===== src/hdl/assert_macros.svh =====
// assertion macros included by the top-level rtl file
`ifndef ASSERT_MACROS_SVH
`define ASSERT_MACROS_SVH

// same-cycle implication, checked out of reset
`define ASSERT_IMP(label, clk, rst, ante, cons, msg) \
  label: assert property (@(posedge clk) disable iff (rst) (ante) |-> (cons)) \
    else $error(msg);

// next-cycle implication, checked out of reset
`define ASSERT_NXT(label, clk, rst, ante, cons, msg) \
  label: assert property (@(posedge clk) disable iff (rst) (ante) |=> (cons)) \
    else $error(msg);

`endif


===== src/hdl/npc_pkg.sv =====
// shared constants, types and the cordic angle table of the preamble correlator
package npc_pkg;

  localparam int PREAMBLE_LENGTH = 64;
  localparam int SAMPLE_BITS     = 16;
  localparam int PROD_BITS       = 2 * SAMPLE_BITS + 1;
  localparam int CORR_BITS       = 39;
  localparam int THR_BITS        = 17;
  localparam int ENERGY_BITS     = 38;
  localparam int CFG_BITS        = 38;
  localparam int PHASE_BITS      = 16;
  localparam int MUL_A_BITS      = 110;
  localparam int MUL_B_BITS      = 39;
  localparam int P_BITS          = 2 * ENERGY_BITS;
  localparam int T2_BITS         = 2 * THR_BITS;
  localparam int LHS_BITS        = 2 * CORR_BITS;
  localparam int CORDIC_STEPS    = 16;
  localparam int STEP_BITS       = 4;
  localparam int ANGLE_BITS      = 23;
  localparam int XY_BITS         = 42;

  localparam logic [THR_BITS-1:0] THRESHOLD_RESET = 17'd58982;
  localparam logic signed [ANGLE_BITS-1:0] ANGLE_HALF_PI = 23'sd524288;

  // operation codes of an input word
  localparam logic OP_SAMPLE = 1'b0;
  localparam logic OP_LOAD   = 1'b1;

  // register indexes
  localparam logic REG_THRESHOLD = 1'b0;
  localparam logic REG_ENERGY    = 1'b1;

  // multiplier passes
  localparam logic [2:0] MUL_P   = 3'd0;
  localparam logic [2:0] MUL_T2  = 3'd1;
  localparam logic [2:0] MUL_RHS = 3'd2;
  localparam logic [2:0] MUL_LRE = 3'd3;
  localparam logic [2:0] MUL_LIM = 3'd4;

  typedef enum logic [3:0] {
    S_CLEAR,
    S_IDLE,
    S_OLD,
    S_NEW,
    S_ESUM,
    S_CORR,
    S_DRAIN,
    S_MGO,
    S_MWAIT,
    S_CGO,
    S_CWAIT,
    S_OUT
  } state_t;

  typedef struct packed {
    logic issue;
    logic first;
  } mac_ctl_t;

  typedef struct packed {
    logic start;
    logic keep;
  } mul_ctl_t;

  // atan(2^-i) with pi = 2^20
  function automatic logic signed [ANGLE_BITS-1:0] cordic_angle(input logic [STEP_BITS-1:0] i);
    logic signed [ANGLE_BITS-1:0] a;
    case (i)
      4'd0:    a = 23'sd262144;
      4'd1:    a = 23'sd154753;
      4'd2:    a = 23'sd81767;
      4'd3:    a = 23'sd41506;
      4'd4:    a = 23'sd20834;
      4'd5:    a = 23'sd10427;
      4'd6:    a = 23'sd5215;
      4'd7:    a = 23'sd2608;
      4'd8:    a = 23'sd1304;
      4'd9:    a = 23'sd652;
      4'd10:   a = 23'sd326;
      4'd11:   a = 23'sd163;
      4'd12:   a = 23'sd81;
      4'd13:   a = 23'sd41;
      4'd14:   a = 23'sd20;
      4'd15:   a = 23'sd10;
      default: a = '0;
    endcase
    return a;
  endfunction

endpackage


===== src/hdl/npc_mul.sv =====
// shift-add multiplier, one multiplier bit per cycle, optional accumulate
module npc_mul (
  input  logic                             clk,
  input  logic                             rst,
  input  npc_pkg::mul_ctl_t                ctl,
  input  logic [npc_pkg::MUL_A_BITS-1:0]   a_in,
  input  logic [npc_pkg::MUL_B_BITS-1:0]   b_in,
  output logic [npc_pkg::MUL_A_BITS-1:0]   acc,
  output logic                             busy
);

  logic [npc_pkg::MUL_A_BITS-1:0] a;
  logic [npc_pkg::MUL_B_BITS-1:0] b;

  assign busy = (b != '0);

  always_ff @(posedge clk) begin
    if (rst) begin
      b <= '0;
    end else if (ctl.start) begin
      b <= b_in;
    end else if (busy) begin
      b <= b >> 1;
    end
  end

  always_ff @(posedge clk) begin
    if (ctl.start) begin
      a <= a_in;
      if (!ctl.keep) begin
        acc <= '0;
      end
    end else if (busy) begin
      a <= a << 1;
      if (b[0]) begin
        acc <= acc + a;
      end
    end
  end

endmodule


===== config.mk =====
export PLATFORM = sky130hd
export DESIGN_NAME = npc_mul
export DESIGN_NICKNAME = d
export VERILOG_FILES = /design/src/hdl/assert_macros.svh /design/src/hdl/npc_pkg.sv /design/src/hdl/npc_mul.sv
export SDC_FILE = /design/constraint.sdc
export NUM_CORES = 1
export LEC_CHECK = 0
export BUFFER_PORTS_ARGS = -buffer_cell sky130_fd_sc_hd__buf_2
export CAP_MARGIN = 20
export CORE_MARGIN = 2
export CORE_UTILIZATION = 63
export CTS_CLUSTER_DIAMETER = 40
export CTS_CLUSTER_SIZE = 12
export DETAILED_ROUTE_END_ITERATION = 8
export PLACE_DENSITY = 0.87
export SYNTH_ARGS = -nofsm -noshare
export SYNTH_HDL_FRONTEND = slang
export SYNTH_SLANG_ARGS = --single-unit

===== constraint.sdc =====
create_clock -name clk -period 19.6 [get_ports clk]
set_input_delay 0.98 -clock clk [delete_from_list [all_inputs] [get_ports clk]]
set_output_delay 0.98 -clock clk [all_outputs]
set_load 0.05 [all_outputs]

==> impl_metrics.yaml <==
status:
  outcome: "finished, final reports clean"
place:
  port_buffers: 263
  dp_slack_ps: 15730
  dpl_cell_area_sq_um: 19060
  dp_hpwl_um: 38050
  place_inst: 2336
  gp_congestion: 1.024
global_routing:
  grt_pass1_vias: 14870
  grtUsageTotal_pct: 34.57
  grt.overflow.total: 0
  antenna_found_initial: 9
  grt_pass1_wl_um: 80340
  grt_max_degree: 121
worst_hold_path:
  min_path_type: "register to register"
  holdCritStartpoint: "b[1]"
route:
  drt_iter0_drc: 1475
  routed_wl_um: 51870
  firstDrtPassIters: 7
  via_count: 15320
  postRouteAntennaNets: 0
  drc: 0
  via_per_inst: 6.340
  avgRoutedWirePerCell_um: 21.46
power:
  fin_total_pwr_mw: 2.630
  power_density_nw_per_um2: 128.1
  p_sw_share_pct: 40.45
  pwr-share-clk_pct: 29.6
  switching_power_mw: 1.064
  power.share.combinational_pct: 41.7
  intPower_mw: 1.566
  pwr-share-seq_pct: 28.7
  ir_drop_v: 0.00008087
  leakage_nw: 8.384
timing:
  worst_pin_slew_ps: 987.4
  rsz0062_at_grt: "false"
  max_slew_margin_pct: 34.17
  timing.hold.ws_ps: 493.3
  setup_viol: 0
  layout_setup_ws_ps: 15620
  finalCritPeriodShare_pct: 20.31
  final_max_slew_viol_count: 0
  fin_crit_ps: 3981
  fin_tns_setup_ps: 0
  hold_violations: 0
  skew_ps: 25.16
  max_freq_ghz: 0.2512
clocking:
  htreeDepth: 2
  cts_buffer_depth: 3
  cts_tree: "built"
  clk_latency_ps: 540
  cts-root-buf: "clkbuf_16"
  clkSinkCount: 259
  post_cts_buffers: 0
  hold_buffers: 0
  numCtsBuffers: 43
  cts_resized: 0
  clk_pin_slew_ps: 60
critical_path:
  worstReg2RegStart: "acc[0]"
  cp.arrival_ps: 4220
  start_kind: "register"
  crit_path_max_fanout: 5
  crit_type: "register to register"
  cp_data_required_time_ps: 19840
  end_kind: "register"
  cp-startpoint: "acc[0]"
floorplanning:
  die_w_um: 171.8
  coreArea_sq_um: 27780
  die_h_um: 171.8
  io_pins: 264
  start_util_pct: 63.83
  die-area_sq_um: 29500
  rows: 61
synthesis:
  synth_edf_count: 220
  syn_area_per_cell_sq_um: 9.835
  synth_cell_type_count: 91
  async_reset_ff_share_pct: 0
  seq_area_frac_synth_pct: 41.66
  ys_seq_elements: 259
  synth_warnings: 0
  synth_area_sq_um: 17730
  synthCells: 1803
  synthFlopType: "edfxtp_1"
  synth_nets: 2066
final_layout:
  final_cells: 2417
  fillers: 2096
  fin_area_sq_um: 20530
  syn_to_final_growth_pct: 15.77
  seq_area_sq_um: 7387
  drive_above_1_share_pct: 24.77
  final_util_pct: 73.89
  nNetsFinal: 2266
  multi_input_area_sq_um: 9691
flow_run:
  cap_violations: 0
[cells in the mapped netlist, drive strengths merged, types with 41 or more instances]
cell type / instances / area, sq um
a21oi: 170 / 873.3
buf: 45 / 262.8
clkbuf: 68 / 259.0
edfxtp: 220 / 6606
ha: 109 / 1364
mux2: 116 / 1310
nand2: 120 / 452.9
nand4: 67 / 431.7
nor2: 234 / 880.9
nor3: 41 / 210.2
o21ai: 99 / 506.7
o21bai: 42 / 315.3
xnor2: 48 / 420.4
[cell families (layout without fill, tap and decap cells)]
| kind of cell | after synthesis | after routing | share of synthesized area [%] |
|---|---|---|---|
| buffers and inverters | 152 | 384 | 3.768 |
| multiplexers | 154 | 154 | 9.533 |
| other | 0 | 4 | 0 |
| AO/OA/AOI/OAI | 475 | 475 | 17.86 |
| XOR/XNOR | 85 | 85 | 4.198 |
| flip-flops | 259 | 259 | 41.66 |
| AND/OR/NAND/NOR | 568 | 568 | 15.18 |
| adder cells (fa/ha/maj) | 110 | 110 | 7.804 |
[layout by cell type, fill, tap and decap left out, drive strengths merged, types with 67 or more instances in the layout]
master,netlist,final
a21oi,170,170
buf,45,268
edfxtp,220,220
ha,109,109
mux2,116,116
nand2,120,120
nand4,67,67
nor2,234,234
o21ai,99,99
[critical path, cell delays in order, from the launching register on]
cell and delay, ps:
edfxtp_1 350, ha_1 210, inv_1 80, fa_1 400, nor2b_1 230, o31a_1 260, o31ai_4 110, a211oi_2 420
o311ai_2 190, a311oi_4 510, o21ai_4 140, a211oi_1 540, o21a_1 180, nor3_1 40
[power groups by stage]
stage	Sequential (mW)	Combinational, mW	Clock, mW
floorplan	0.912	0.662	0
global placement	0.758	1.04	0
detailed placement	0.764	1.06	0
CTS	0.755	1.07	0.782
global route	0.763	1.18	0.803
finish	0.756	1.10	0.779
[sequential cells by signal, indices dropped and copies added, names as in the netlist]
name	flops
a	110
acc	110
b	39
[layer usage]
layer | global-route usage, % | up-vias | wire length (um)
li1 | - | 7140 | -
met1 | 45.55 | 7221 | 21200
met2 | 57.50 | 812 | 24200
met3 | 6.995 | 143 | 4631
met4 | 10.81 | 8 | 1780
met5 | 0 | - | 54
[cell type report]
cell class	instances	share of cell area [%]
sequential	259	35.98
multi-input combinational	1392	47.21
timing repair buffer	268	6.644
inverter	39	0.7131
clock inverter	29	1.768
clock buffer	48	5.333
tap	378	2.304
antenna	4	0.04876
[worst paths after layout]
check            end  slack, ps  cells after the start
min             b[0]        490                      2
max          acc[84]      15620                     13
max reg2reg  acc[84]      15620                     13
min reg2reg     b[0]        490                      2
No activity file was read; power rests on OpenSTA's default activity.
