<file path="src/hdl/assert_macros.svh">
// assertion macros included by the top-level rtl file
`ifndef ASSERT_MACROS_SVH
`define ASSERT_MACROS_SVH

// same-cycle implication, checked out of reset
`define ASSERT_IMP(label, clk, rst, ante, cons, msg) \
  label: assert property (@(posedge clk) disable iff (rst) (ante) |-> (cons)) \
    else $error(msg);

// next-cycle implication, checked out of reset
`define ASSERT_NXT(label, clk, rst, ante, cons, msg) \
  label: assert property (@(posedge clk) disable iff (rst) (ante) |=> (cons)) \
    else $error(msg);

`endif

</file>
<file path="src/hdl/npc_pkg.sv">
// shared constants, types and the cordic angle table of the preamble correlator
package npc_pkg;

  localparam int PREAMBLE_LENGTH = 64;
  localparam int SAMPLE_BITS     = 16;
  localparam int PROD_BITS       = 2 * SAMPLE_BITS + 1;
  localparam int CORR_BITS       = 39;
  localparam int THR_BITS        = 17;
  localparam int ENERGY_BITS     = 38;
  localparam int CFG_BITS        = 38;
  localparam int PHASE_BITS      = 16;
  localparam int MUL_A_BITS      = 110;
  localparam int MUL_B_BITS      = 39;
  localparam int P_BITS          = 2 * ENERGY_BITS;
  localparam int T2_BITS         = 2 * THR_BITS;
  localparam int LHS_BITS        = 2 * CORR_BITS;
  localparam int CORDIC_STEPS    = 16;
  localparam int STEP_BITS       = 4;
  localparam int ANGLE_BITS      = 23;
  localparam int XY_BITS         = 42;

  localparam logic [THR_BITS-1:0] THRESHOLD_RESET = 17'd58982;
  localparam logic signed [ANGLE_BITS-1:0] ANGLE_HALF_PI = 23'sd524288;

  // operation codes of an input word
  localparam logic OP_SAMPLE = 1'b0;
  localparam logic OP_LOAD   = 1'b1;

  // register indexes
  localparam logic REG_THRESHOLD = 1'b0;
  localparam logic REG_ENERGY    = 1'b1;

  // multiplier passes
  localparam logic [2:0] MUL_P   = 3'd0;
  localparam logic [2:0] MUL_T2  = 3'd1;
  localparam logic [2:0] MUL_RHS = 3'd2;
  localparam logic [2:0] MUL_LRE = 3'd3;
  localparam logic [2:0] MUL_LIM = 3'd4;

  typedef enum logic [3:0] {
    S_CLEAR,
    S_IDLE,
    S_OLD,
    S_NEW,
    S_ESUM,
    S_CORR,
    S_DRAIN,
    S_MGO,
    S_MWAIT,
    S_CGO,
    S_CWAIT,
    S_OUT
  } state_t;

  typedef struct packed {
    logic issue;
    logic first;
  } mac_ctl_t;

  typedef struct packed {
    logic start;
    logic keep;
  } mul_ctl_t;

  // atan(2^-i) with pi = 2^20
  function automatic logic signed [ANGLE_BITS-1:0] cordic_angle(input logic [STEP_BITS-1:0] i);
    logic signed [ANGLE_BITS-1:0] a;
    case (i)
      4'd0:    a = 23'sd262144;
      4'd1:    a = 23'sd154753;
      4'd2:    a = 23'sd81767;
      4'd3:    a = 23'sd41506;
      4'd4:    a = 23'sd20834;
      4'd5:    a = 23'sd10427;
      4'd6:    a = 23'sd5215;
      4'd7:    a = 23'sd2608;
      4'd8:    a = 23'sd1304;
      4'd9:    a = 23'sd652;
      4'd10:   a = 23'sd326;
      4'd11:   a = 23'sd163;
      4'd12:   a = 23'sd81;
      4'd13:   a = 23'sd41;
      4'd14:   a = 23'sd20;
      4'd15:   a = 23'sd10;
      default: a = '0;
    endcase
    return a;
  endfunction

endpackage

</file>
<file path="src/hdl/npc_cordic.sv">
// iterative cordic vectoring, one micro-rotation per cycle, gives atan2 with pi = 32768
module npc_cordic (
  input  logic                                    clk,
  input  logic                                    rst,
  input  logic                                    start,
  input  logic signed [npc_pkg::CORR_BITS-1:0]    x_in,
  input  logic signed [npc_pkg::CORR_BITS-1:0]    y_in,
  output logic                                    busy,
  output logic signed [npc_pkg::PHASE_BITS-1:0]   phase
);

  logic signed [npc_pkg::XY_BITS-1:0]    x, y, xe, ye, xs, ys;
  logic signed [npc_pkg::ANGLE_BITS-1:0] z, zr;
  logic [npc_pkg::STEP_BITS-1:0]         i;

  assign xe = npc_pkg::XY_BITS'(x_in);
  assign ye = npc_pkg::XY_BITS'(y_in);
  assign xs = x >>> i;
  assign ys = y >>> i;
  assign zr = (z + npc_pkg::ANGLE_BITS'(16)) >>> 5;
  assign phase = zr[npc_pkg::PHASE_BITS-1:0];

  always_ff @(posedge clk) begin
    if (rst) begin
      busy <= 1'b0;
      i    <= '0;
    end else if (start) begin
      busy <= (x_in != '0) || (y_in != '0);
      i    <= '0;
    end else if (busy) begin
      i <= i + 1'b1;
      if (i == npc_pkg::STEP_BITS'(npc_pkg::CORDIC_STEPS - 1)) begin
        busy <= 1'b0;
      end
    end
  end

  always_ff @(posedge clk) begin
    if (start) begin
      // left half plane is turned by a quarter turn first
      if (x_in < 0) begin
        if (y_in >= 0) begin
          x <= ye;
          y <= -xe;
          z <= npc_pkg::ANGLE_HALF_PI;
        end else begin
          x <= -ye;
          y <= xe;
          z <= -npc_pkg::ANGLE_HALF_PI;
        end
      end else begin
        x <= xe;
        y <= ye;
        z <= '0;
      end
    end else if (busy) begin
      if (y < 0) begin
        x <= x - ys;
        y <= y + xs;
        z <= z - npc_pkg::cordic_angle(i);
      end else begin
        x <= x + ys;
        y <= y - xs;
        z <= z + npc_pkg::cordic_angle(i);
      end
    end
  end

endmodule

</file>
<file path="config.mk">
export PLATFORM = sky130hd
export DESIGN_NAME = npc_cordic
export DESIGN_NICKNAME = d
export VERILOG_FILES = /design/src/hdl/assert_macros.svh /design/src/hdl/npc_pkg.sv /design/src/hdl/npc_cordic.sv
export SDC_FILE = /design/constraint.sdc
export NUM_CORES = 1
export LEC_CHECK = 0
export ABC_AREA = 1
export BUFFER_PORTS_ARGS = -buffer_cell sky130_fd_sc_hd__buf_4
export CAP_MARGIN = 10
export CORE_MARGIN = 5
export CORE_UTILIZATION = 51
export CTS_BUF_LIST = sky130_fd_sc_hd__clkbuf_2
export DETAILED_ROUTE_END_ITERATION = 6
export PLACE_DENSITY = 0.74
export RECOVER_POWER = 100
export SLEW_MARGIN = 40
export SYNTH_ARGS = -nofsm -noshare
export SYNTH_HDL_FRONTEND = slang
export SYNTH_SLANG_ARGS = --single-unit
</file>
<file path="constraint.sdc">
create_clock -name clk -period 6.3 [get_ports clk]
set_clock_uncertainty 0.2 [all_clocks]
set_input_delay 0.315 -clock clk [delete_from_list [all_inputs] [get_ports clk]]
set_output_delay 0.315 -clock clk [all_outputs]
set_load 0.005 [all_outputs]
</file>
==> summary.txt <==
Status
  – Status: finished, violations left
  – Failing checks: max-capacitance violations, max-slew violations

Timing
  – Worst slew pin tran: 3.17 ns
  – Final Max Tran Viols: 157
  – Rel. slew slack: -1.11
  – Tmin final: 5.86 ns
  – # setup viols final: 0
  – Setup TNS Final: 0 ns
  – Period utilisation layout: 0.929
  – Hold Violations, Final: 0
  – Final WS setup: 0.445 ns
  – Fmax: 171 MHz
  – RSZ-0062 raised after global routing: false

Detailed routing
  – Pre-antenna DRT Iters: 7
  – Routed wire length: 86.5 mm
  – Wire length per cell: 20.2 um
  – Highest routed metal layer: met5
  – DRC: 0
  – Met1 wire length: 36.4 mm
  – Vias after detailed routing: 26032
  – Wire length on met2: 34.9 mm
  – Vias per cell: 6.09
  – Metal3 WL: 10.5 mm
  – Drt first-iter violations: 3869
  – DRT antenna net count: 0

Worst setup path
  – Crit end category: flop
  – Setup crit end: x[37]
  – Reg2reg setup slack: 0.44 ns
  – CP startpoint: y[41]
  – Family with the most delay on the worst path: simple AND/OR/NAND/NOR gates
  – CP Depth: 22
  – Critical path's most frequent cell: nand2_1
  – Worst Path Required: 6.78 ns
  – Arr. time, crit path: 6.34 ns
  – CP Launch Type: flop
  – Reg2Reg Launch Point: y[41]
  – R2R depth: 22
  – Crit-path cells: clkbuf_1 > nand2_1 > nand2_1 > inv_1 > nand2_1 > nor2_1 > nand2_1 > nor2_1 > nand4_1 > nand2_1 > nand2_1 > o21ai_0 > ha_1 > nand2_1 > nor2_1 > inv_1 > nor3_1 > nand3_1 > nand3_1 > nand2_1 > nand2_1 > o21ai_0
  – Crit path buffers/inverters: 3
  – CP max stage cell: clkbuf_1
  – Kind of critical path: reg2reg
  – Critical path's largest stage delay: 1.32 ns
  – Crit path max fanout: 29
  – R2R Path End: x[37]

CTS
  – Register clock-pin slew on the reported worst setup and hold paths: 0.22 ns
  – Clk_lat worst skew: 0.90 ns
  – Clk sinks: 129
  – CTS buffer count: 17
  – CTS tree: yes
  – H-tree depth: 4
  – Root Driver: clkbuf_2
  – Postcts setup bufs: 0
  – Clk buf depth: 2

Finish
  – Most frequent cells in the layout: nand2_1 (945), nand3_1 (534), nor2_1 (403)
  – Leading cell type in the layout, fill and taps excluded: nand2_1
  – Area Overhead vs Synth: 11.5%
  – Post-layout net count: 3935
  – Share of layout cells above drive strength 1: 0.0572

Floorplan
  – Die X: 213 um
  – Rows: 74
  – IO Pins: 98
  – Initial Utilization: 0.517
  – Placeable Area: 40800 sq um
  – Die area: 45500 sq um
  – Die height: 213 um

Placed design
  – DP HPWL: 66.7 mm
  – Dpl ws: 0.925 ns
  – Gpl congestion: 1.04
  – Port Buffers: 97

Global routing
  – Grt total ovfl: 0
  – First-pass GRT wire length: 130 mm
  – Largest net degree at the start of global routing: 88
  – Initial antenna violation count: 6
  – Vias in the first global route: 22643
  – Total GRT Usage: 0.365

Synthesis
  – Syn_area_per_cell: 5.88 sq um
  – Ys Warns: 0
  – Number of synthesized flops with an enable pin: 105
  – Top FF cell, synth: edfxtp_1
  – Syn Nets: 3792
  – Synth Instances: 3587
  – Post-synthesis sequential area ratio: 0.172
  – Yosys reg bits: 129
  – Post-Syn Area: 21100 sq um
  – Async SR Flop Fraction: 0
  – Distinct cell type count after synthesis: 67

Hold path
  – Hold Path Depth: 3
  – Hold WC Path Type: in2reg

Pwr
  – PwrDens: 616 nW/um^2
  – Worst vdd ir: 0.575 mV
  – Leak Pwr: 10.8 nW

Run
  – Max-cap viol count: 4
per-stage QoR:
stage / hold slack, ns / std cells / area [sq um] / power [mW] / utilization
3_3_place_gp: 0.311 / 4105 / 22000 / 13.4 / 0.538
2_1_floorplan: 0.194 / 3587 / 21100 / 9.96 / -
4_1_cts: 0.00814 / 4274 / 23600 / 14.1 / 0.577
6_report: 0.109 / 4278 / 23500 / 14.5 / 0.576
3_5_place_dp: 0.311 / 4105 / 22000 / 13.4 / 0.538
5_1_grt: 0.0317 / 4278 / 23500 / 15.7 / 0.576
routing by layer:
layer / GRT usage / up-vias
li1: - / 12391
met1: 0.535 / 11654
met2: 0.518 / 1670
met3: 0.0783 / 309
met4: 0.157 / 8
met5: 0 / -
worst min path at each step:
stage / from / endpoint / slack, ns
3_5_place_dp: rst / busy / 0.31
4_1_cts: y_in[38] / y[41] / 0.008
6_report: y_in[38] / y[41] / 0.11
2_1_floorplan: rst / busy / 0.19
5_1_grt: y_in[38] / y[41] / 0.03
3_3_place_gp: rst / busy / 0.31
report_power, final:
part	switching [mW]	internal, mW	total (mW)
registers	0.653	1.51	2.16
logic	7.85	3.95	11.8
clock network	0.355	0.187	0.541
total	8.85	5.64	14.5
repair_timing:
action                                 4_1_cts  5_1_grt
hold buffers                               137        0
endpoints found under the hold margin      101        0
resized for setup                            0        1
setup endpoints to repair                    0        1
worst reg2reg max path, cell delays in order (launching register included):
cell	delay (ns)
edfxtp_1	0.71
clkbuf_1	1.32
nand2_1	0.54
nand2_1	0.34
inv_1	0.13
nand2_1	0.12
nor2_1	0.08
nand2_1	0.07
nor2_1	0.06
nand4_1	0.07
nand2_1	0.06
nand2_1	0.04
o21ai_0	0.11
ha_1	0.43
nand2_1	0.12
nor2_1	0.27
inv_1	0.10
nor3_1	0.30
nand3_1	0.12
nand3_1	0.21
nand2_1	0.08
nand2_1	0.06
o21ai_0	0.11
kinds of logic after synthesis:
group                      after synthesis  synth area share
and+or+nand+nor                       2054             0.419
AOI/OAI and AO/OA                      643             0.173
buffers and inverters                  481            0.0963
xor gates and xnor gates               156            0.0648
DFF                                    129             0.172
adders and majority gates              124            0.0746
area by class of cell:
class                   count  area, sq um
fillers                  4170        17300
multi-input cells        2977        15400
flip-flops and latches    129         3640
repair buffers            257         2290
inverters                 348         1320
well taps                 532          666
clock buffers              23          115
clock inverters             9         92.6
diodes                      3         7.51
cell usage after synthesis (all sizes together) (25+ instances only):
cell type / n / share of area
o211ai: 25 / 0.0091
nand4: 43 / 0.013
xnor2: 62 / 0.026
buf: 82 / 0.025
nor3: 51 / 0.013
xor2: 94 / 0.039
o21ai: 255 / 0.062
a21oi: 246 / 0.059
nand3: 539 / 0.13
clkbuf: 51 / 0.0091
nand2: 962 / 0.17
nor2: 417 / 0.077
edfxtp: 105 / 0.15
ha: 121 / 0.072
inv: 347 / 0.062
Power figures use the tool's default switching activity.
