<file path="src/hdl/assert_macros.svh">
// assertion macros included by the top-level rtl file
`ifndef ASSERT_MACROS_SVH
`define ASSERT_MACROS_SVH

// same-cycle implication, checked out of reset
`define ASSERT_IMP(label, clk, rst, ante, cons, msg) \
  label: assert property (@(posedge clk) disable iff (rst) (ante) |-> (cons)) \
    else $error(msg);

// next-cycle implication, checked out of reset
`define ASSERT_NXT(label, clk, rst, ante, cons, msg) \
  label: assert property (@(posedge clk) disable iff (rst) (ante) |=> (cons)) \
    else $error(msg);

`endif

</file>
<file path="src/hdl/npc_pkg.sv">
// shared constants, types and the cordic angle table of the preamble correlator
package npc_pkg;

  localparam int PREAMBLE_LENGTH = 64;
  localparam int SAMPLE_BITS     = 16;
  localparam int PROD_BITS       = 2 * SAMPLE_BITS + 1;
  localparam int CORR_BITS       = 39;
  localparam int THR_BITS        = 17;
  localparam int ENERGY_BITS     = 38;
  localparam int CFG_BITS        = 38;
  localparam int PHASE_BITS      = 16;
  localparam int MUL_A_BITS      = 110;
  localparam int MUL_B_BITS      = 39;
  localparam int P_BITS          = 2 * ENERGY_BITS;
  localparam int T2_BITS         = 2 * THR_BITS;
  localparam int LHS_BITS        = 2 * CORR_BITS;
  localparam int CORDIC_STEPS    = 16;
  localparam int STEP_BITS       = 4;
  localparam int ANGLE_BITS      = 23;
  localparam int XY_BITS         = 42;

  localparam logic [THR_BITS-1:0] THRESHOLD_RESET = 17'd58982;
  localparam logic signed [ANGLE_BITS-1:0] ANGLE_HALF_PI = 23'sd524288;

  // operation codes of an input word
  localparam logic OP_SAMPLE = 1'b0;
  localparam logic OP_LOAD   = 1'b1;

  // register indexes
  localparam logic REG_THRESHOLD = 1'b0;
  localparam logic REG_ENERGY    = 1'b1;

  // multiplier passes
  localparam logic [2:0] MUL_P   = 3'd0;
  localparam logic [2:0] MUL_T2  = 3'd1;
  localparam logic [2:0] MUL_RHS = 3'd2;
  localparam logic [2:0] MUL_LRE = 3'd3;
  localparam logic [2:0] MUL_LIM = 3'd4;

  typedef enum logic [3:0] {
    S_CLEAR,
    S_IDLE,
    S_OLD,
    S_NEW,
    S_ESUM,
    S_CORR,
    S_DRAIN,
    S_MGO,
    S_MWAIT,
    S_CGO,
    S_CWAIT,
    S_OUT
  } state_t;

  typedef struct packed {
    logic issue;
    logic first;
  } mac_ctl_t;

  typedef struct packed {
    logic start;
    logic keep;
  } mul_ctl_t;

  // atan(2^-i) with pi = 2^20
  function automatic logic signed [ANGLE_BITS-1:0] cordic_angle(input logic [STEP_BITS-1:0] i);
    logic signed [ANGLE_BITS-1:0] a;
    case (i)
      4'd0:    a = 23'sd262144;
      4'd1:    a = 23'sd154753;
      4'd2:    a = 23'sd81767;
      4'd3:    a = 23'sd41506;
      4'd4:    a = 23'sd20834;
      4'd5:    a = 23'sd10427;
      4'd6:    a = 23'sd5215;
      4'd7:    a = 23'sd2608;
      4'd8:    a = 23'sd1304;
      4'd9:    a = 23'sd652;
      4'd10:   a = 23'sd326;
      4'd11:   a = 23'sd163;
      4'd12:   a = 23'sd81;
      4'd13:   a = 23'sd41;
      4'd14:   a = 23'sd20;
      4'd15:   a = 23'sd10;
      default: a = '0;
    endcase
    return a;
  endfunction

endpackage

</file>
<file path="src/hdl/npc_cmac.sv">
// complex multiply with conjugate and accumulate, one product per cycle
module npc_cmac (
  input  logic                                      clk,
  input  logic                                      rst,
  input  npc_pkg::mac_ctl_t                         ctl,
  input  logic signed [npc_pkg::SAMPLE_BITS-1:0]    a_re,
  input  logic signed [npc_pkg::SAMPLE_BITS-1:0]    a_im,
  input  logic signed [npc_pkg::SAMPLE_BITS-1:0]    b_re,
  input  logic signed [npc_pkg::SAMPLE_BITS-1:0]    b_im,
  output logic signed [npc_pkg::PROD_BITS-1:0]      prod_re,
  output logic signed [npc_pkg::CORR_BITS-1:0]      acc_re,
  output logic signed [npc_pkg::CORR_BITS-1:0]      acc_im
);

  logic signed [2*npc_pkg::SAMPLE_BITS-1:0] m_rr, m_ii, m_ir, m_ri;
  logic signed [npc_pkg::PROD_BITS-1:0]     prod_im;
  logic                                     prod_valid;
  logic                                     prod_first;

  assign m_rr = a_re * b_re;
  assign m_ii = a_im * b_im;
  assign m_ir = a_im * b_re;
  assign m_ri = a_re * b_im;

  always_ff @(posedge clk) begin
    if (rst) begin
      prod_valid <= 1'b0;
      prod_first <= 1'b0;
    end else begin
      prod_valid <= ctl.issue;
      prod_first <= ctl.first;
    end
  end

  // a * conj(b)
  always_ff @(posedge clk) begin
    prod_re <= npc_pkg::PROD_BITS'(m_rr) + npc_pkg::PROD_BITS'(m_ii);
    prod_im <= npc_pkg::PROD_BITS'(m_ir) - npc_pkg::PROD_BITS'(m_ri);
  end

  always_ff @(posedge clk) begin
    if (prod_valid) begin
      if (prod_first) begin
        acc_re <= npc_pkg::CORR_BITS'(prod_re);
        acc_im <= npc_pkg::CORR_BITS'(prod_im);
      end else begin
        acc_re <= acc_re + npc_pkg::CORR_BITS'(prod_re);
        acc_im <= acc_im + npc_pkg::CORR_BITS'(prod_im);
      end
    end
  end

endmodule

</file>
<file path="config.mk">
export PLATFORM = sky130hd
export DESIGN_NAME = npc_cmac
export DESIGN_NICKNAME = d
export VERILOG_FILES = /design/src/hdl/assert_macros.svh /design/src/hdl/npc_pkg.sv /design/src/hdl/npc_cmac.sv
export SDC_FILE = /design/constraint.sdc
export NUM_CORES = 2
export LEC_CHECK = 0
export BUFFER_PORTS_ARGS = -buffer_cell sky130_fd_sc_hd__buf_2
export CAP_MARGIN = 10
export CORE_MARGIN = 2
export CORE_UTILIZATION = 55
export DETAILED_ROUTE_END_ITERATION = 6
export PLACE_DENSITY = 0.72
export SYNTH_ARGS = -nofsm -noshare
export SYNTH_HDL_FRONTEND = slang
export SYNTH_SLANG_ARGS = --single-unit
</file>
<file path="constraint.sdc">
create_clock -name clk -period 8.85 [get_ports clk]
set_clock_uncertainty 0.2 [all_clocks]
set_input_delay 0 -clock clk [delete_from_list [all_inputs] [get_ports clk]]
set_output_delay 0 -clock clk [all_outputs]
set_load 0.01 [all_outputs]
</file>
==> flow_results.xml <==
<?xml version="1.0" encoding="UTF-8"?>
<metrics>
  <group name="outcome">
    <metric name="run_status" unit="">complete, no violations</metric>
  </group>
  <group name="logic_synthesis">
    <metric name="number_of_warnings_printed_during_yosys_synthesis" unit="">0</metric>
    <metric name="synthTopCellsByArea" unit="">sky130_fd_sc_hd__fa_1, sky130_fd_sc_hd__inv_1, sky130_fd_sc_hd__ha_1</metric>
    <metric name="syn_area" unit="um^2">48500</metric>
    <metric name="postSynthAreaPerCell" unit="um^2">9.42</metric>
    <metric name="synthArstFlopShare" unit="">0</metric>
    <metric name="yosysUniqueCellTypes" unit="">66</metric>
    <metric name="synth_top_cell_by_area" unit="">sky130_fd_sc_hd__fa_1</metric>
    <metric name="register_bit_count_reported_by_yosys" unit="">146</metric>
    <metric name="post-synth-top-area-fraction" unit="">0.485</metric>
    <metric name="gate_count_post_synth" unit="">5154</metric>
    <metric name="ys_seq_area_frac" unit="">0.0763</metric>
    <metric name="synth_flop_cell" unit="">sky130_fd_sc_hd__edfxtp_1</metric>
    <metric name="mappedNetlistNets" unit="">6783</metric>
    <metric name="synth-edff-count" unit="">78</metric>
  </group>
  <group name="clocking">
    <metric name="total_cts_buffers" unit="">17</metric>
    <metric name="ctsHtreeMaxLevel" unit="">4</metric>
    <metric name="tritoncts" unit="">done</metric>
    <metric name="worstSkewPairLatency" unit="ns">0.47</metric>
    <metric name="clock_buffer_depth" unit="">2</metric>
    <metric name="post_cts_buffers" unit="">0</metric>
    <metric name="cts.hold.buffers_added" unit="">3</metric>
    <metric name="clkSinkCount" unit="">146</metric>
    <metric name="path_clk_slew" unit="ns">0.07</metric>
    <metric name="ctsRootBufferMaster" unit="">sky130_fd_sc_hd__clkbuf_16</metric>
    <metric name="cells_resized_by_post_cts_repair" unit="">0</metric>
  </group>
  <group name="timing">
    <metric name="tightest_slew" unit="ns">1.18</metric>
    <metric name="final_min_period_over_clock_period" unit="">0.871</metric>
    <metric name="drv_slew" unit="">0</metric>
    <metric name="fin_tns_setup" unit="ns">0</metric>
    <metric name="max_slew_margin" unit="">0.213</metric>
    <metric name="finalHoldViolations" unit="">0</metric>
    <metric name="final-setup-viol-count" unit="">0</metric>
    <metric name="final.min_clock_period" unit="ns">7.71</metric>
    <metric name="rsz0062_at_grt" unit="">false</metric>
    <metric name="timing.fmax" unit="GHz">0.130</metric>
  </group>
  <group name="floorplan">
    <metric name="core_region_area" unit="um^2">87200</metric>
    <metric name="floorplan.rows" unit="">108</metric>
    <metric name="die_y" unit="um">301</metric>
    <metric name="io_pins" unit="">179</metric>
    <metric name="die_x" unit="um">301</metric>
    <metric name="fp.dieArea" unit="um^2">90600</metric>
    <metric name="start_util" unit="">0.557</metric>
  </group>
  <group name="worst_hold_path">
    <metric name="holdCritPathClass" unit="">in2reg</metric>
    <metric name="worstHoldPathCells" unit="">3</metric>
  </group>
  <group name="grt">
    <metric name="globalRouteTotalUtil" unit="">0.279</metric>
    <metric name="initial_antenna_violation_count" unit="">8</metric>
    <metric name="grt_first_pass_wirelength" unit="mm">197</metric>
    <metric name="grt_start_max_net_pins" unit="">79</metric>
    <metric name="via_count_of_the_first_global_routing_pass" unit="">37300</metric>
    <metric name="grt-ovfl-total" unit="">0</metric>
  </group>
  <group name="detailed_routing">
    <metric name="post-route-drc-count" unit="">0</metric>
    <metric name="detailedRoute.firstIterationViolations" unit="">2176</metric>
    <metric name="final_antenna_net_count" unit="">0</metric>
    <metric name="detail_route.wirelength" unit="mm">118</metric>
    <metric name="route.detailed.vias_per_inst" unit="">5.42</metric>
    <metric name="via_count" unit="">34500</metric>
    <metric name="routed_wire_length_per_instance" unit="um">18.5</metric>
    <metric name="drt_pass1_iterations" unit="">5</metric>
  </group>
  <group name="worst_setup_path">
    <metric name="timing.critical_path.arrival" unit="ns">7.85</metric>
    <metric name="critPathMaxFanout" unit="">32</metric>
    <metric name="reg2reg_depth" unit="">12</metric>
    <metric name="worst-setup-path-type" unit="">in2reg</metric>
    <metric name="worst_setup_path_start_kind" unit="">primary input</metric>
    <metric name="worst_ep_required_time" unit="ns">9.00</metric>
    <metric name="crit_path_end_kind" unit="">flop</metric>
  </group>
  <group name="place">
    <metric name="finalWeightedCongestion" unit="">0.896</metric>
    <metric name="io_buffer_count" unit="">178</metric>
    <metric name="hpwl" unit="mm">95.9</metric>
  </group>
  <group name="final_layout">
    <metric name="layout.nets" unit="">6827</metric>
    <metric name="layout-drive-gt1-share" unit="">0.0539</metric>
    <metric name="synthToLayoutAreaGrowth" unit="%">5.28</metric>
    <metric name="layout_commonest_cell" unit="">sky130_fd_sc_hd__inv_1</metric>
    <metric name="mostFrequentLayoutCells" unit="">sky130_fd_sc_hd__inv_1, sky130_fd_sc_hd__fa_1, sky130_fd_sc_hd__nand2_1, sky130_fd_sc_hd__and2_1, sky130_fd_sc_hd__ha_1</metric>
    <metric name="fillerInstances" unit="">7604</metric>
  </group>
  <group name="job">
    <metric name="drv_cap" unit="">0</metric>
  </group>
</metrics>
[Yosys cell counts, types with 7 or more instances]
cell                       number
sky130_fd_sc_hd__xor2_1        40
sky130_fd_sc_hd__edfxtp_1      78
sky130_fd_sc_hd__nand2_1      595
sky130_fd_sc_hd__nor3b_1        9
sky130_fd_sc_hd__inv_1       1304
sky130_fd_sc_hd__a211oi_1      15
sky130_fd_sc_hd__nand3_1       22
sky130_fd_sc_hd__and2_1       487
sky130_fd_sc_hd__a21oi_1      106
sky130_fd_sc_hd__o21a_1        25
sky130_fd_sc_hd__nand2b_1      39
sky130_fd_sc_hd__nor3_1        10
sky130_fd_sc_hd__o211ai_1       7
sky130_fd_sc_hd__nand4_1       17
sky130_fd_sc_hd__clkbuf_1     203
sky130_fd_sc_hd__nor4_1         7
sky130_fd_sc_hd__o21bai_1      18
sky130_fd_sc_hd__fa_1        1175
sky130_fd_sc_hd__a21o_1        57
sky130_fd_sc_hd__dfxtp_1       68
sky130_fd_sc_hd__o21ai_0      118
sky130_fd_sc_hd__nor2b_1       16
sky130_fd_sc_hd__ha_1         386
sky130_fd_sc_hd__or3_1         11
sky130_fd_sc_hd__and3_1        14
sky130_fd_sc_hd__a31oi_1       18
sky130_fd_sc_hd__xnor2_1      104
sky130_fd_sc_hd__o31ai_1       12
sky130_fd_sc_hd__nor2_1        99
[layer usage]
metal,GRT usage,part of all wire
met5,0,0.00045
met1,0.388,0.41
met3,0.0243,0.060
met4,0.0845,0.029
met2,0.468,0.50
[worst max-delay path, stage by stage]
cell                       delay [ns]
sky130_fd_sc_hd__buf_2           0.33
sky130_fd_sc_hd__nand2_1         0.22
sky130_fd_sc_hd__inv_1           0.11
sky130_fd_sc_hd__fa_1            0.67
sky130_fd_sc_hd__inv_1           0.17
sky130_fd_sc_hd__fa_1            0.72
sky130_fd_sc_hd__inv_1           0.21
sky130_fd_sc_hd__fa_1            0.52
sky130_fd_sc_hd__inv_1           0.05
sky130_fd_sc_hd__fa_1            0.49
sky130_fd_sc_hd__fa_1            0.57
sky130_fd_sc_hd__fa_1            0.45
sky130_fd_sc_hd__fa_1            0.49
sky130_fd_sc_hd__inv_1           0.05
sky130_fd_sc_hd__fa_1            0.47
sky130_fd_sc_hd__inv_1           0.04
sky130_fd_sc_hd__ha_1            0.35
sky130_fd_sc_hd__nand4_1         0.24
sky130_fd_sc_hd__o41ai_1         0.71
sky130_fd_sc_hd__a31oi_1         0.29
sky130_fd_sc_hd__o311ai_0        0.40
sky130_fd_sc_hd__a21oi_1         0.14
sky130_fd_sc_hd__xnor2_1         0.13
[cell families (layout without fill, tap and decap cells)]
kind of cell,count (synthesis),in the layout,synth area share
adder cells (fa/ha/maj),1561,1561,0.584
XOR/XNOR,144,144,0.0260
AND/OR/NAND/NOR,1345,1345,0.138
multiplexers,9,9,0.00198
buffers and inverters,1515,1572,0.117
flip-flops,146,146,0.0763
AO/OA/AOI/OAI,434,434,0.0565
other,0,3,0
[path summary, 6_finish.rpt]
kind	start	endpoint	slack, ns
setup reg to reg	prod_re[0]$_DFF_P_	acc_re[36]$_DFFE_PP_	4.45
setup / recovery	b_im[2]	prod_im[32]$_DFF_P_	1.14
hold / removal	rst	prod_valid$_SDFF_PP0_	0.03
hold reg to reg	prod_im[2]$_DFF_P_	acc_im[2]$_DFFE_PP_	0.35
[sequential cells by signal (all words and copies together), names as in the netlist]
signal,count
prod_im,33
acc_im,39
prod_re,33
prod_valid,1
acc_re,39
prod_first,1
[layout make-up]
| type | count | area, um^2 | share of cell area |
|---|---|---|---|
| antenna | 3 | 7.51 | 0.000147 |
| clock buffer | 19 | 433 | 0.00847 |
| clock inverter | 13 | 135 | 0.00264 |
| inverter | 1305 | 4900 | 0.0959 |
| multi-input combinational | 3493 | 39100 | 0.766 |
| sequential | 146 | 3710 | 0.0726 |
| tap | 1155 | 1450 | 0.0283 |
| timing repair buffer | 235 | 1330 | 0.0260 |
[metrics by stage]
| stage | instance area [um^2] | util | setup slack (ns) | hold slack [ns] | std cells |
|---|---|---|---|---|---|
| 6_report | 51100 | 0.586 | 1.14 | 0.0312 | 6369 |
| 5_1_grt | 51100 | 0.586 | 0.766 | 0.0547 | 6368 |
| 4_1_cts | 51100 | 0.586 | 1.27 | 0.000127 | 6366 |
| 3_5_place_dp | 50500 | 0.579 | 0.791 | -0.0330 | 6331 |
| 3_3_place_gp | 50500 | 0.579 | 0.953 | -0.0310 | 6331 |
| 2_1_floorplan | 48500 | - | 1.61 | -0.128 | 5154 |
Power is left out: the tool's default activity adds up to more than one toggle a clock period on the data nets, which glitch-free logic cannot reach.
